==> src/rtl/tsbcc_pkg.sv <==
// shared types and constants for the three-stage battery charge controller
`timescale 1ns / 1ps

package tsbcc_pkg;

    // parameter defaults
    localparam int PWM_TOP_DEF          = 319;
    localparam int FILTER_FRAC_BITS_DEF = 4;

    // configuration port geometry
    localparam int CFG_ADDR_W = 5;
    localparam int CFG_DATA_W = 32;

    // register indexes
    localparam logic [2:0] REG_ABSORB_V  = 3'd0;
    localparam logic [2:0] REG_FLOAT_V   = 3'd1;
    localparam logic [2:0] REG_RESTART_V = 3'd2;
    localparam logic [2:0] REG_MAX_V     = 3'd3;
    localparam logic [2:0] REG_BULK_I    = 3'd4;
    localparam logic [2:0] REG_MAX_I     = 3'd5;
    localparam logic [2:0] REG_LOAD_OFF  = 3'd6;
    localparam logic [2:0] REG_LOAD_ON   = 3'd7;

    // charge stage codes
    localparam logic [1:0] ST_BULK   = 2'd0;
    localparam logic [1:0] ST_ABSORB = 2'd1;
    localparam logic [1:0] ST_FLOAT  = 2'd2;
    localparam logic [1:0] ST_FAULT  = 2'd3;

    // duty control constants, 1/10000 units
    localparam int DUTY_INC   = 5;
    localparam int DUTY_MIN   = 500;
    localparam int DUTY_MAX   = 9900;
    localparam int DUTY_RESET = 3000;

    // deadbands and thresholds
    localparam int VOLT_DEADBAND_MV = 40;
    localparam int ABS_EXIT_MA      = 40;
    localparam int CUR_DEADBAND_MA  = 100;

    // configuration register set
    typedef struct packed {
        logic [15:0] absorb_voltage_mv;
        logic [15:0] float_voltage_mv;
        logic [15:0] restart_bulk_mv;
        logic [15:0] max_voltage_mv;
        logic [14:0] bulk_current_ma;
        logic [14:0] max_current_ma;
        logic [15:0] load_off_mv;
        logic [15:0] load_on_mv;
    } cfg_t;

    // control result handed to the pwm stage
    typedef struct packed {
        logic [1:0]  charge_stage;
        logic [13:0] duty_level;
        logic        load_enable;
        logic [15:0] filtered_mv;
    } ctrl_res_t;

endpackage

==> src/rtl/tsbcc_cfg_regs.sv <==
// apb configuration registers for the charge controller
`timescale 1ns / 1ps

module tsbcc_cfg_regs (
    input  logic                               aclk,
    input  logic                               aresetn,
    input  logic                               psel,
    input  logic                               penable,
    input  logic                               pwrite,
    input  logic [tsbcc_pkg::CFG_ADDR_W-1:0]   paddr,
    input  logic [tsbcc_pkg::CFG_DATA_W-1:0]   pwdata,
    output logic [tsbcc_pkg::CFG_DATA_W-1:0]   prdata,
    output logic                               pready,
    output tsbcc_pkg::cfg_t                    cfg
);
    import tsbcc_pkg::*;

    cfg_t       cfg_reg;
    logic [2:0] idx;
    logic       wr_en;

    assign pready = 1'b1;
    assign idx    = paddr[4:2];
    assign wr_en  = psel && penable && pwrite;
    assign cfg    = cfg_reg;

    // register writes
    always_ff @(posedge aclk) begin
        if (!aresetn) begin
            cfg_reg.absorb_voltage_mv <= 16'd7300;
            cfg_reg.float_voltage_mv  <= 16'd6800;
            cfg_reg.restart_bulk_mv   <= 16'd6300;
            cfg_reg.max_voltage_mv    <= 16'd7500;
            cfg_reg.bulk_current_ma   <= 15'd200;
            cfg_reg.max_current_ma    <= 15'd400;
            cfg_reg.load_off_mv       <= 16'd5850;
            cfg_reg.load_on_mv        <= 16'd6450;
        end else if (wr_en) begin
            case (idx)
                REG_ABSORB_V:  cfg_reg.absorb_voltage_mv <= pwdata[15:0];
                REG_FLOAT_V:   cfg_reg.float_voltage_mv  <= pwdata[15:0];
                REG_RESTART_V: cfg_reg.restart_bulk_mv   <= pwdata[15:0];
                REG_MAX_V:     cfg_reg.max_voltage_mv    <= pwdata[15:0];
                REG_BULK_I:    cfg_reg.bulk_current_ma   <= pwdata[14:0];
                REG_MAX_I:     cfg_reg.max_current_ma    <= pwdata[14:0];
                REG_LOAD_OFF:  cfg_reg.load_off_mv       <= pwdata[15:0];
                REG_LOAD_ON:   cfg_reg.load_on_mv        <= pwdata[15:0];
                default: begin
                end
            endcase
        end
    end

    // read mux
    always_comb begin
        case (idx)
            REG_ABSORB_V:  prdata = CFG_DATA_W'(cfg_reg.absorb_voltage_mv);
            REG_FLOAT_V:   prdata = CFG_DATA_W'(cfg_reg.float_voltage_mv);
            REG_RESTART_V: prdata = CFG_DATA_W'(cfg_reg.restart_bulk_mv);
            REG_MAX_V:     prdata = CFG_DATA_W'(cfg_reg.max_voltage_mv);
            REG_BULK_I:    prdata = CFG_DATA_W'(cfg_reg.bulk_current_ma);
            REG_MAX_I:     prdata = CFG_DATA_W'(cfg_reg.max_current_ma);
            REG_LOAD_OFF:  prdata = CFG_DATA_W'(cfg_reg.load_off_mv);
            REG_LOAD_ON:   prdata = CFG_DATA_W'(cfg_reg.load_on_mv);
            default:       prdata = '0;
        endcase
    end

endmodule

==> src/rtl/tsbcc_core.sv <==
// voltage filter, charge stage machine, duty stepping and load relay
`timescale 1ns / 1ps

module tsbcc_core #(
    parameter int FILTER_FRAC_BITS = tsbcc_pkg::FILTER_FRAC_BITS_DEF
) (
    input  logic                  aclk,
    input  logic                  aresetn,
    input  tsbcc_pkg::cfg_t       cfg,
    input  logic                  fire,
    input  logic [15:0]           voltage_mv,
    input  logic signed [15:0]    current_ma,
    output tsbcc_pkg::ctrl_res_t  res
);
    import tsbcc_pkg::*;

    localparam int AW = 16 + FILTER_FRAC_BITS;   // accumulator width
    localparam int EW = AW + 2;                  // signed compare width
    localparam int DS = AW + 4;                  // reciprocal shift for divide by ten
    localparam int MW = DS - 2;
    localparam longint unsigned DIV10_L = ((64'd1 << DS) + 64'd9) / 64'd10;
    localparam logic [MW-1:0] DIV10_M = MW'(DIV10_L);
    localparam logic signed [EW-1:0] DB_S =
        EW'(VOLT_DEADBAND_MV * (1 << FILTER_FRAC_BITS));

    logic [1:0]         stage_reg, stage_next;
    logic [13:0]        duty_reg, duty_next;
    logic [AW-1:0]      acc_reg, acc_next;
    logic               primed_reg;
    logic               load_reg, load_next;
    ctrl_res_t          res_reg;

    logic [AW-1:0]      sample;
    logic signed [AW:0] diff;
    logic [AW-1:0]      mag;
    logic [AW+MW-1:0]   prod;
    logic [AW-1:0]      quo;
    logic [AW-1:0]      acc_upd;
    logic signed [EW-1:0] v_s, tgt_lo, tgt_hi;
    logic signed [16:0] cur, bulk_i, bulk_hi, max_i;
    logic               abs_ok;
    logic [15:0]        target;
    logic signed [15:0] delta, duty_sum;

    function automatic logic signed [EW-1:0] scale(input logic [15:0] mv);
        scale = $signed(EW'(mv) << FILTER_FRAC_BITS);
    endfunction

    // exponential filter, divide by ten through a reciprocal multiply
    assign sample  = AW'(voltage_mv) << FILTER_FRAC_BITS;
    assign diff    = $signed({1'b0, sample}) - $signed({1'b0, acc_reg});
    assign mag     = diff[AW] ? AW'(-diff) : diff[AW-1:0];
    assign prod    = (AW+MW)'(mag) * (AW+MW)'(DIV10_M);
    assign quo     = AW'(prod >> DS);
    assign acc_upd = diff[AW] ? (acc_reg - quo) : (acc_reg + quo);
    assign acc_next = primed_reg ? acc_upd : sample;

    // operands for the compares
    assign v_s     = $signed(EW'(acc_next));
    assign cur     = 17'(current_ma);
    assign bulk_i  = $signed({2'b00, cfg.bulk_current_ma});
    assign max_i   = $signed({2'b00, cfg.max_current_ma});
    assign bulk_hi = bulk_i + 17'(CUR_DEADBAND_MA);
    assign abs_ok  = v_s >= scale(cfg.absorb_voltage_mv);

    // stage machine
    always_comb begin
        stage_next = stage_reg;
        if (v_s > scale(cfg.max_voltage_mv) || cur > max_i) begin
            stage_next = ST_FAULT;
        end else begin
            case (stage_reg)
                ST_BULK: begin
                    if (abs_ok) stage_next = ST_ABSORB;
                end
                ST_ABSORB: begin
                    if (cur <= 17'(ABS_EXIT_MA) && abs_ok) stage_next = ST_FLOAT;
                end
                ST_FLOAT: begin
                    if (v_s <= scale(cfg.restart_bulk_mv)) stage_next = ST_BULK;
                end
                default: begin
                    if (!abs_ok && cur < bulk_i) stage_next = ST_BULK;
                end
            endcase
        end
    end

    // duty stepping and clamp
    assign target = (stage_next == ST_ABSORB) ? cfg.absorb_voltage_mv : cfg.float_voltage_mv;
    assign tgt_lo = scale(target) - DB_S;
    assign tgt_hi = scale(target) + DB_S;

    always_comb begin
        delta = '0;
        if (stage_next == ST_BULK) begin
            if (cur < bulk_i) delta = 16'(DUTY_INC);
            else if (cur > bulk_hi) delta = -16'(DUTY_INC);
        end else begin
            if (v_s < tgt_lo) delta = 16'(DUTY_INC);
            else if (v_s > tgt_hi) delta = -16'(DUTY_INC);
        end
        duty_sum = $signed({2'b00, duty_reg}) + delta;
        if (stage_next == ST_FAULT) begin
            duty_next = '0;
        end else if (duty_sum > 16'sd9900) begin
            duty_next = 14'(DUTY_MAX);
        end else if (duty_sum < 16'sd500) begin
            duty_next = 14'(DUTY_MIN);
        end else begin
            duty_next = duty_sum[13:0];
        end
    end

    // hysteretic load relay, off wins
    always_comb begin
        load_next = load_reg;
        if (v_s <= scale(cfg.load_off_mv)) load_next = 1'b0;
        else if (v_s >= scale(cfg.load_on_mv)) load_next = 1'b1;
    end

    // control state
    always_ff @(posedge aclk) begin
        if (!aresetn) begin
            stage_reg  <= ST_BULK;
            duty_reg   <= 14'(DUTY_RESET);
            acc_reg    <= '0;
            primed_reg <= 1'b0;
            load_reg   <= 1'b0;
        end else if (fire) begin
            stage_reg  <= stage_next;
            duty_reg   <= duty_next;
            acc_reg    <= acc_next;
            primed_reg <= 1'b1;
            load_reg   <= load_next;
        end
    end

    // result register
    always_ff @(posedge aclk) begin
        if (fire) begin
            res_reg.charge_stage <= stage_next;
            res_reg.duty_level   <= duty_next;
            res_reg.load_enable  <= load_next;
            res_reg.filtered_mv  <= 16'(acc_next >> FILTER_FRAC_BITS);
        end
    end

    assign res = res_reg;

`ifndef ASSERT_OFF
    // state only moves on an accepted request
    a_hold_idle: assert property (@(posedge aclk) disable iff (!aresetn)
        !fire |=> ($stable(stage_reg) && $stable(duty_reg) && $stable(acc_reg)))
        else $error("control state changed without a request");

    // fault stage keeps the converter off
    a_fault_duty: assert property (@(posedge aclk) disable iff (!aresetn)
        (stage_reg == ST_FAULT) |-> (duty_reg == 14'd0))
        else $error("duty not zero in fault");

    // outside fault the duty stays inside its clamp
    a_duty_range: assert property (@(posedge aclk) disable iff (!aresetn)
        (stage_reg != ST_FAULT) |->
            (duty_reg >= 14'(DUTY_MIN) && duty_reg <= 14'(DUTY_MAX)))
        else $error("duty outside clamp range");
`endif

endmodule

==> src/rtl/tsbcc_pwm.sv <==
// pwm compare calculation and output register
`timescale 1ns / 1ps

module tsbcc_pwm #(
    parameter int PWM_TOP = tsbcc_pkg::PWM_TOP_DEF
) (
    input  logic                  aclk,
    input  logic                  load,
    input  tsbcc_pkg::ctrl_res_t  res_in,
    output tsbcc_pkg::ctrl_res_t  res_out,
    output logic [8:0]            pwm_compare
);
    import tsbcc_pkg::*;

    // duty*(period+1)/10000 folded into one constant multiply
    localparam int KS = 28;
    localparam longint unsigned K_L =
        (((longint'(PWM_TOP) + 64'd1) << KS) + 64'd9999) / 64'd10000;
    localparam logic [30:0] K_C = 31'(K_L);

    ctrl_res_t   res_reg;
    logic [8:0]  pwm_reg;
    logic [44:0] prod;
    logic [16:0] cmp;
    logic [16:0] capped;

    assign prod   = 45'(res_in.duty_level) * 45'(K_C);
    assign cmp    = 17'(prod >> KS);
    assign capped = (cmp > 17'(PWM_TOP)) ? 17'(PWM_TOP) : cmp;

    // output register
    always_ff @(posedge aclk) begin
        if (load) begin
            res_reg <= res_in;
            pwm_reg <= capped[8:0];
        end
    end

    assign res_out     = res_reg;
    assign pwm_compare = pwm_reg;

endmodule

==> src/rtl/three_stage_battery_charge_control_top.sv <==
// top level of the three-stage battery charge controller
`timescale 1ns / 1ps

// Three-stage lead-acid charge controller (bulk, absorption, float, fault).
// Each request on the s_ channel carries one voltage and one current sample
// and yields exactly one result on the m_ channel. One request is accepted
// every clock cycle while m_tready stays high; a result is presented on m_
// once its request has passed the input register, the result register and the
// output register (the input register feeds the control update into the result
// register, then the pwm compare multiply into the output register). The filter,
// stage machine and duty state are updated as the result register is loaded,
// so consecutive samples never wait on each other. Thresholds are
// written over the APB port at byte address 4*index and should only be
// changed while no sample is in flight.
module three_stage_battery_charge_control_top #(
    parameter int PWM_TOP          = tsbcc_pkg::PWM_TOP_DEF,
    parameter int FILTER_FRAC_BITS = tsbcc_pkg::FILTER_FRAC_BITS_DEF
) (
    input  logic                               aclk,
    input  logic                               aresetn,
    // sample input
    input  logic                               s_tvalid,
    output logic                               s_tready,
    input  logic [31:0]                        s_tdata,  // voltage_mv[15:0], current_ma[31:16]
    // result output
    output logic                               m_tvalid,
    input  logic                               m_tready,
    // charge_stage[1:0], duty_level[15:2], pwm_compare[24:16], load_enable[25],
    // filtered_mv[41:26], zero fill[47:42]
    output logic [47:0]                        m_tdata,
    // configuration
    input  logic                               psel,
    input  logic                               penable,
    input  logic                               pwrite,
    input  logic [tsbcc_pkg::CFG_ADDR_W-1:0]   paddr,
    input  logic [tsbcc_pkg::CFG_DATA_W-1:0]   pwdata,
    output logic [tsbcc_pkg::CFG_DATA_W-1:0]   prdata,
    output logic                               pready
);
    import tsbcc_pkg::*;

    cfg_t               cfg;
    ctrl_res_t          mid_res, out_res;
    logic [8:0]         pwm_cmp;

    logic               in_v_reg, mid_v_reg, out_v_reg;
    logic [15:0]        volt_reg;
    logic signed [15:0] cur_reg;
    logic               in_rdy, mid_rdy, out_rdy;
    logic               core_fire, pwm_load;

    // pipeline flow control
    assign out_rdy   = !out_v_reg || m_tready;
    assign mid_rdy   = !mid_v_reg || out_rdy;
    assign in_rdy    = !in_v_reg || mid_rdy;
    assign core_fire = in_v_reg && mid_rdy;
    assign pwm_load  = mid_v_reg && out_rdy;
    assign s_tready  = in_rdy;
    assign m_tvalid  = out_v_reg;

    // stage valid flags
    always_ff @(posedge aclk) begin
        if (!aresetn) begin
            in_v_reg  <= 1'b0;
            mid_v_reg <= 1'b0;
            out_v_reg <= 1'b0;
        end else begin
            if (in_rdy)  in_v_reg  <= s_tvalid;
            if (mid_rdy) mid_v_reg <= in_v_reg;
            if (out_rdy) out_v_reg <= mid_v_reg;
        end
    end

    // input register
    always_ff @(posedge aclk) begin
        if (s_tvalid && in_rdy) begin
            volt_reg <= s_tdata[15:0];
            cur_reg  <= $signed(s_tdata[31:16]);
        end
    end

    tsbcc_cfg_regs u_cfg (
        .aclk    (aclk),
        .aresetn (aresetn),
        .psel    (psel),
        .penable (penable),
        .pwrite  (pwrite),
        .paddr   (paddr),
        .pwdata  (pwdata),
        .prdata  (prdata),
        .pready  (pready),
        .cfg     (cfg)
    );

    tsbcc_core #(
        .FILTER_FRAC_BITS (FILTER_FRAC_BITS)
    ) u_core (
        .aclk       (aclk),
        .aresetn    (aresetn),
        .cfg        (cfg),
        .fire       (core_fire),
        .voltage_mv (volt_reg),
        .current_ma (cur_reg),
        .res        (mid_res)
    );

    tsbcc_pwm #(
        .PWM_TOP (PWM_TOP)
    ) u_pwm (
        .aclk        (aclk),
        .load        (pwm_load),
        .res_in      (mid_res),
        .res_out     (out_res),
        .pwm_compare (pwm_cmp)
    );

    // result packing
    assign m_tdata = {6'b000000, out_res.filtered_mv, out_res.load_enable, pwm_cmp,
                      out_res.duty_level, out_res.charge_stage};

endmodule

==> config.mk <==
export PLATFORM = sky130hd
export DESIGN_NAME = three_stage_battery_charge_control_top
export DESIGN_NICKNAME = d
export VERILOG_FILES = /design/src/rtl/tsbcc_pkg.sv /design/src/rtl/tsbcc_cfg_regs.sv /design/src/rtl/tsbcc_core.sv /design/src/rtl/tsbcc_pwm.sv /design/src/rtl/three_stage_battery_charge_control_top.sv
export SDC_FILE = /design/constraint.sdc
export NUM_CORES = 1
export LEC_CHECK = 0
export BUFFER_PORTS_ARGS = -buffer_cell sky130_fd_sc_hd__buf_2
export CAP_MARGIN = 20
export CORE_ASPECT_RATIO = 0.6
export CORE_MARGIN = 2
export CORE_UTILIZATION = 40
export CTS_CLUSTER_DIAMETER = 40
export DETAILED_ROUTE_END_ITERATION = 6
export GPL_ROUTABILITY_DRIVEN = 1
export SYNTH_ARGS = -nofsm -noshare
export SYNTH_HDL_FRONTEND = slang
export SYNTH_SLANG_ARGS = --single-unit
export TNS_END_PERCENT = 30
==> constraint.sdc <==
create_clock -name aclk -period 53.2 [get_ports aclk]
set_input_delay 7.98 -clock aclk [delete_from_list [all_inputs] [get_ports aclk]]
set_output_delay 7.98 -clock aclk [all_outputs]
set_load 0.1 [all_outputs]
* Yosys cells after proc, flatten, opt, wreduce, memory -nomap -nowiden
Index checks and enable logic that the tools add are counted.
** Operators by class
- Add/sub/neg operators :: 8
- Multiply operators :: 2
- Order comparisons :: 14
- Eq/ne operators :: 11
- Muxes and demuxes :: 21
- Reductions and logical operators :: 26
** Operators with widths (number)
- $pmux 32 s8 :: 1
- $mux 16 :: 6
- $mux 20 :: 3
- $mux 14 :: 3
- $ge 20x20->1 :: 2
- $le 20x20->1 :: 2
- $mul 20x20->40 const B :: 1
- $mul 14x24->38 const B :: 1
- $gt 21x22->1 :: 1
- $lt 21x22->1 :: 1
- $add 20x10->21 const B :: 1
- $sub 20x10->21 const B :: 1
- $sub 20x20->21 :: 1
- $add 20x17->20 :: 1
- $gt 20x20->1 :: 1
- $neg 20->20 :: 1
- $sub 20x17->20 :: 1
- $gt 16x17->1 :: 1
- $add 15x16->16 :: 1
- $add 15x7->16 const B :: 1
- $gt 16x15->1 const B :: 1
- $gt 16x16->1 :: 1
- $le 16x7->1 const B :: 1
- $lt 16x10->1 const B :: 1
- other kinds (16) :: 47
** Storage, ports and cells
- Bits in registers :: 274
- Output and inout port bits :: 83
- Word-level logic and storage cells :: 109

* Depth between registers and ports, before layout
Gate-level depths: netlist of run 1.
- Depth in word-level cells :: 25
- Gate-level depth with buffers :: 94
- Gate-level depth less buffers :: 92

* Hierarchy
Synthesis of run 1 repeated with hierarchy kept, for this count alone.
** Unflattened totals
- Cells, all modules :: 3617
- Area total of the unflattened synthesis :: 32197.1 um^2
** Modules (own cells, without submodules)
- tsbcc_core :: times used 1, cells an instance 2230, area an instance 18844.3 um^2
- tsbcc_pwm :: times used 1, cells an instance 574, area an instance 6192.2 um^2
- tsbcc_cfg_regs :: times used 1, cells an instance 761, area an instance 6013.3 um^2
- three_stage_battery_charge_control_top :: times used 1, cells an instance 52, area an instance 1147.4 um^2

* Worst setup path after synthesis of run 1
No wires, ideal clock.
- Kind :: reg2reg
- Start :: register u_core.acc_reg[0]
- End :: register u_core.duty_reg[13]
- Arrival :: 19.468 ns
- Required time :: 53.085 ns
- Path slack :: 33.617 ns
- Stages on the path, launching flop included :: 87
- Period minus slack after synthesis :: 19.583 ns
- Cells stage by stage :: dfxtp_1 > inv_1 > ha_1 > and4bb_1 > o2111a_2 > nand3b_1 > a21o_1 > a21oi_1 > xor2_1 > nand3_1 > or3_1 > or4_1 > o31ai_2 > xnor2_1 > ha_1 > inv_1 > fa_1 > ha_1 > (+51 left out) > nor3_1 > a211oi_1 > a211oi_1 > mux2i_1 > o31ai_4 > ha_1 > a21o_1 > a41oi_1 > nor4b_1 > o31ai_1 > a21oi_1 > o21ai_0 > xor2_1 > a31o_2 > a21oi_1 > mux2_2 > a22o_1 > o21ba_2
** Between the ends
- Longest elaborated chain between the ends :: 25
** RTL lines
- start: declaration :: line tsbcc_core.sv:28 : logic [AW-1:0] acc_reg, acc_next;
- start signal: assignment :: line tsbcc_core.sv:133 : acc_reg <= acc_next;
- $sub 20x20->21 :: line tsbcc_core.sv:51 : assign diff = $signed({1'b0, sample}) - $signed({1'b0, acc_reg});
- $neg 20->20 :: line tsbcc_core.sv:52 : assign mag = diff[AW] ? AW'(-diff) : diff[AW-1:0];
- $mux 20 :: line tsbcc_core.sv:52
- $mul 20x20->40 :: line tsbcc_core.sv:53 : assign prod = (AW+MW)'(mag) * (AW+MW)'(DIV10_M);
- $add 20x17->20 or $sub 20x17->20 (tied branches) :: line tsbcc_core.sv:55 : assign acc_upd = diff[AW] ? (acc_reg - quo) : (acc_reg + quo);
- $mux 20 * :: line tsbcc_core.sv:55
- $mux 20 * :: line tsbcc_core.sv:56 : assign acc_next = primed_reg ? acc_upd : sample;
- named net u_core.acc_next[19] :: line tsbcc_core.sv:28
- (+11 left out)
- $mux 16 :: line tsbcc_core.sv:100 : if (v_s < tgt_lo) delta = 16'(DUTY_INC);
- $mux 16 :: line tsbcc_core.sv:96 : if (stage_next == ST_BULK) begin
- $add 15x16->16 :: line tsbcc_core.sv:103 : duty_sum = $signed({2'b00, duty_reg}) + delta;
- $lt 16x10->1 :: line tsbcc_core.sv:108 : end else if (duty_sum < 16'sd500) begin
- $mux 14 :: line tsbcc_core.sv:108
- $mux 14 :: line tsbcc_core.sv:106 : end else if (duty_sum > 16'sd9900) begin
- $mux 14 * :: line tsbcc_core.sv:104 : if (stage_next == ST_FAULT) begin
- named net u_core.duty_next[13] :: line tsbcc_core.sv:27 : logic [13:0] duty_reg, duty_next;
- end signal: assignment :: line tsbcc_core.sv:126 : duty_reg <= 14'(DUTY_RESET);
- end signal: assignment :: line tsbcc_core.sv:132 : duty_reg <= duty_next;
- end: declaration :: line tsbcc_core.sv:27
The timed path passes the listed nets; every way through them passes the cells marked *.
A chain may end at the register's enable or synchronous reset.

* Worst setup path after layout of run 1
- Start :: register u_core.acc_reg[0]
- End :: register u_core.duty_reg[3]
** Between the ends
- Longest elaborated chain between the ends :: 25
** RTL lines
- $sub 20x20->21 :: line tsbcc_core.sv:51
- $neg 20->20 :: line tsbcc_core.sv:52
- $mux 20 :: line tsbcc_core.sv:52
- $mul 20x20->40 :: line tsbcc_core.sv:53
- $add 20x17->20 or $sub 20x17->20 (tied branches) :: line tsbcc_core.sv:55
- $mux 20 * :: line tsbcc_core.sv:55
- $mux 20 * :: line tsbcc_core.sv:56
- named net u_core.acc_next[19] :: line tsbcc_core.sv:28
- (+10 left out)
- $mux 16 :: line tsbcc_core.sv:101 : else if (v_s > tgt_hi) delta = -16'(DUTY_INC);
- $mux 16 :: line tsbcc_core.sv:100
- $mux 16 :: line tsbcc_core.sv:96
- $add 15x16->16 :: line tsbcc_core.sv:103
- $lt 16x10->1 :: line tsbcc_core.sv:108
- $mux 14 :: line tsbcc_core.sv:108
- $mux 14 :: line tsbcc_core.sv:106
- $mux 14 * :: line tsbcc_core.sv:104
Marked as above.

==> results of run 1 <==
[path summary, 6_finish.rpt]
check | from | end | slack (ps) | cells after the start
worst max-delay path | u_core.acc_reg[0] | u_core.duty_reg[3] | 28380 | 86
worst min-delay path | u_core.res[11] | u_pwm.res_out[11] | 400 | 0
worst max register to register | u_core.acc_reg[0] | u_core.duty_reg[3] | 28380 | 86
worst min register to register | u_core.res[11] | u_pwm.res_out[11] | 400 | 0
[routing by layer]
layer / wire length [um] / up-vias / part of all wire
met5: 0 / - / 0
met4: 1150 / 0 / 0.012
met3: 13000 / 63 / 0.13
met2: 33000 / 1155 / 0.34
met1: 51000 / 12100 / 0.52
li1: - / 12000 / -
[cell usage after synthesis (37+ instances only)]
cell / count / share of area
ha_1: 550 / 0.22
inv_1: 521 / 0.063
nand2_1: 370 / 0.045
fa_1: 220 / 0.14
dfxtp_1: 167 / 0.11
a21oi_1: 154 / 0.025
nor2_1: 131 / 0.016
o21ai_0: 112 / 0.018
edfxtp_1: 107 / 0.10
xnor2_1: 96 / 0.027
a21boi_0: 94 / 0.023
clkbuf_1: 81 / 0.0098
a21o_1: 55 / 0.013
o211ai_1: 54 / 0.013
nor3_1: 53 / 0.0085
xor2_1: 51 / 0.014
nand4_1: 45 / 0.0090
nand3_1: 43 / 0.0069
nor2b_1: 37 / 0.0074
[final cells by class]
cell class	instances	area share
diodes	1	0.0000734
clock buffers	41	0.0288
clock inverters	25	0.00917
inverters	523	0.0576
multi-input cells	2532	0.649
flip-flops and latches	274	0.192
well taps	1053	0.0386
repair buffers	150	0.0244
[per-stage QoR]
step / hold slack, ps / cells / setup WS, ps / cell area [sq um] / utilization
6_report: 402 / 4599 / 28380 / 34100 / 0.441
5_1_grt: 421 / 4598 / 27230 / 34100 / 0.441
4_1_cts: 414 / 4596 / 28700 / 34100 / 0.441
3_5_place_dp: 405 / 4530 / 28850 / 32800 / 0.424
3_3_place_gp: 401 / 4530 / 29070 / 32800 / 0.424
2_1_floorplan: 400 / 3460 / 33620 / 31200 / -
[worst register-to-register path, delay by kind of cell, from the launching register on]
family | cells | cell delay [ps]
AOI/OAI and AO/OA | 27 | 8300
xor gates and xnor gates | 7 | 1640
adders and majority gates | 14 | 5780
buffers and inverters | 8 | 850
DFF | 1 | 680
muxes | 4 | 1200
and+or+nand+nor | 26 | 6300
[logic make-up after synthesis]
group	Yosys count
xor gates and xnor gates	147
adders and majority gates	770
DFF	274
buffers and inverters	654
and+or+nand+nor	815
muxes	54
other	2
AOI/OAI and AO/OA	723
==> run metrics, run 1 <==
outcome=finished clean; input/output buffers=between 100 and 150; Synth warnings=0; vias in the first global route=~23000; Multi-input gate area=between 0.02 and 0.025 sq mm; crit path DAT=between 20000 and 30000 ps; fmax=40.3 MHz; HP Class=reg -> reg; CTS sink cnt=roughly 270; post-layout net count=approximately 4400; crit start category=flop; Mapped Cells=about 3400; worst-path fanout max=46; initial antenna violation count=3; period utilization=0.466; routed len/inst=21.3 um; Yosys cell types=94; HPWL after DPL=80400 um; grt total ovfl=0; Period minus WS final=24820 ps; CTS tree=done; Critical Path Most Common Cell=ha_1; die outline width=approximately 360 um; CP Buf/Inv Count=8; DRT Pass-1 Iters=6; via count=between 20000 and 30000; initial core utilization=0.403; I/O pins=159; Seq/Total Area, Yosys=0.210; Synth Flop Type=dfxtp_1; Synth Area in Compound Gates=0.160; largest family of logic cells by synthesized area=adder cells; share of layout cells above drive strength 1=0.0781; Final Hold Viols=0; Simple-Gate Fraction of Synth Area=0.123; RSZ-0062 raised after global routing=false; largest net degree at the start of global routing=76; busiest layer in global routing=met1; DRC viols=0; met3 Use GR=0.0814; synthesized area=0.0311 sq mm; CTS Buf Count=36; max reg flops=~130; Post-CTS Repair Setup Buffers=0; core area=0.0773 sq mm; Slew Limit Fails=0; Synth async-reset ratio=0; WP data required=around 54000 ps; total track usage=0.247; Worst Max-Slew Pin Slew=1150 ps; full die area=roughly 0.08 sq mm; Die Y=around 220 um; drt total wl=between 90000 and 100000 um; H-tree level count=2; xor-xnor portion of the synthesized cell area=0.0413; Crit Path Class=reg -> reg; met1 Resource Use GR=0.417; Final TNS setup=0 ps; Placement Rows=between 70 and 80; clk slew on worst S/H paths=about 60 ps; Sequential Area=about 0.0066 sq mm; Final setup viols=0; hold buffers post-CTS=0; multiplexer area fraction after synthesis=0.0193; CTS resizes=0; GPL Wtd Cong=between 0.9 and 1; CP delay by family, top=compound AO/OA/AOI/OAI gates; Critical Path Slowest Stage Cell=nor4_1; first-pass GRT wire length=between 100000 and 150000 um; Yosys reg bits=about 270; Global Route met2 Usage=0.287; Antenna Nets Post-Route=0; most frequent cells in the layout=ha_1 (550), inv_1 (520), nand2_1 (370), fa_1 (220), dfxtp_1 (167); Syn Area/Cell=just over 9 sq um; fillers=7639; clk root buf=clkbuf_16; Critical Path Max Stage Delay=1000 ps; adder-cell share of the synthesized area=0.362; clk_skew=~23 ps; Post-synth EDFFs=between 100 and 150; crit path capture type=flop; 1st-iter DRT viols=2668; Clock Latency Late Sink=just under 600 ps; maximum root-to-sink buffer count=3; most common cell after layout, fill and taps aside=ha_1; Slew HR=0.227; via/cell ratio=approximately 5.5; Max Cap Violations=0; area delta synth->final=9.49%
Power of run 1 is left out: the tool's default activity adds up to more than one toggle a clock period on the data nets, which glitch-free logic cannot reach.
==> run 2, diff against run 1 <==
==> constraint.sdc (replaced) <==
create_clock -name aclk -period 23.1 [get_ports aclk]
set_input_delay 3.465 -clock aclk [delete_from_list [all_inputs] [get_ports aclk]]
set_output_delay 3.465 -clock aclk [all_outputs]
set_load 0.1 [all_outputs]
==> run metrics, run 2 (synthesis results as in run 1) <==
crit path capture type=flop; CTS Buf Count=42; initial antenna violation count=0; routed len/inst=about 21 um; Placement Rows=79; core area=0.0773 sq mm; drt total wl=roughly 99000 um; area delta synth->final=11.9%; outcome=finished clean; max reg flops=126; CP delay by family, top=compound AO/OA/AOI/OAI gates; worst slack at placement=roughly 540 ps; Critical Path Max Stage Delay=690 ps; critical path startpoint=volt_reg[0]; Antenna Nets Post-Route=0; Max Cap Violations=0; H-tree level count=2; period utilization=0.951; Final TNS setup=0 ps; input/output buffers=between 100 and 150; WP data required=around 24000 ps; RR Startpoint=volt_reg[0]; Die Y=~220 um; initial core utilization=0.403; CTS tree=done; CTS sink cnt=about 270; Worst Max-Slew Pin Slew=about 1100 ps; 1st-iter DRT viols=between 2000 and 2500; Critical Path Most Common Cell=ha_1; die outline width=between 300 and 400 um; clk root buf=clkbuf_16; Final setup viols=0; Crit Path Class=reg -> reg; Clock Latency Late Sink=600 ps; crit start category=flop; most frequent cells in the layout=ha_1 (546), inv_1 (520), nand2_1 (370), fa_1 (220), dfxtp_1 (167); fmax=45.5 MHz; HP Class=reg -> reg; DRC viols=0; grt total ovfl=0; DRT Pass-1 Iters=6; I/O pins=159; via/cell ratio=approximately 5.4; Core Util, Final=0.451; fillers=between 7000 and 8000; maximum root-to-sink buffer count=3; Hold Crit Start=u_core.res[12]; clk_skew=about 29 ps; Critical Path Slowest Stage Cell=or4_1; full die area=0.0802 sq mm; Hold Slack=between 300 and 400 ps; Slew HR=0.249; GPL Wtd Cong=~1.0; clk slew on worst S/H paths=approximately 60 ps; worst-path fanout max=22; crit path DAT=22470 ps; hold buffers post-CTS=0; post-layout net count=around 4400; first-pass GRT wire length=about 150000 um; Final Worst Setup Slack=about 1100 ps; via count=between 20000 and 30000; HPWL after DPL=between 80000 and 90000 um; most common cell after layout, fill and taps aside=ha_1; share of layout cells above drive strength 1=0.102; total track usage=0.251; Slew Limit Fails=0; Period minus WS final=around 22000 ps; vias in the first global route=approximately 24000; Final Hold Viols=0; largest net degree at the start of global routing=78; CP Buf/Inv Count=12
-- run 2: cell types whose count changed in the layout (fill, tap and decap cells not counted), moves of 3 or more --
cell       before  now
buf_4          32   88
clkbuf_16      39   43
clkinv_1        5    2
clkinv_2        1    4
clkinv_4        4    7
ha_1          550  546
ha_2            0    4
inv_6           6    9
o31ai_1        15   12
xnor2_1        96   92
xnor2_2         0    4
xor2_1         51   48
-- run 2: cell type report --
class                   instances  area, sq um  share of cell area
clock inverters                30          348             0.00998
inverters                     523         1960              0.0563
diodes                          1         2.50           0.0000718
multi-input cells            2532        22300               0.640
well taps                    1053         1320              0.0378
clock buffers                  47         1100              0.0316
repair buffers                205         1260              0.0362
flip-flops and latches        274         6560               0.188
-- run 2: path summary, 6_finish.rpt --
path                                            to  slack [ps]  cells past startpoint
worst max-delay path            u_core.duty_reg[6]        1130                     92
worst min-delay path             u_pwm.res_out[12]         400                      0
worst max register to register  u_core.duty_reg[6]        1130                     92
worst min register to register   u_pwm.res_out[12]         400                      0
-- run 2: layer usage --
metal	wire length, um	global-route usage
met1	50400	0.402
met5	77	0.00713
met2	33000	0.288
met3	14500	0.121
met4	1130	0.0365
-- run 2: worst register-to-register path: cells and delay by family, from the launching register on --
family	cells	cell delay, ps
flip-flops	1	510
adder cells (fa/ha/maj)	15	5870
AND/OR/NAND/NOR	25	5410
buffers and inverters	12	1360
AO/OA/AOI/OAI	29	6800
multiplexers	4	810
XOR/XNOR	7	1170
-- run 2: metrics by stage --
step | area [sq um] | instances
3_3_place_gp | 33200 | 4583
5_1_grt | 34900 | 4664
4_1_cts | 34700 | 4660
2_1_floorplan | 31200 | 3460
3_5_place_dp | 33200 | 4583
6_report | 34900 | 4665
-- run 2: repair_timing --
action / CTS / global route
gates resized for setup: 0 / 33
buffers inserted: 0 / 3
setup endpoints to repair: 0 / 28
Power of run 2 is left out for the same reason.
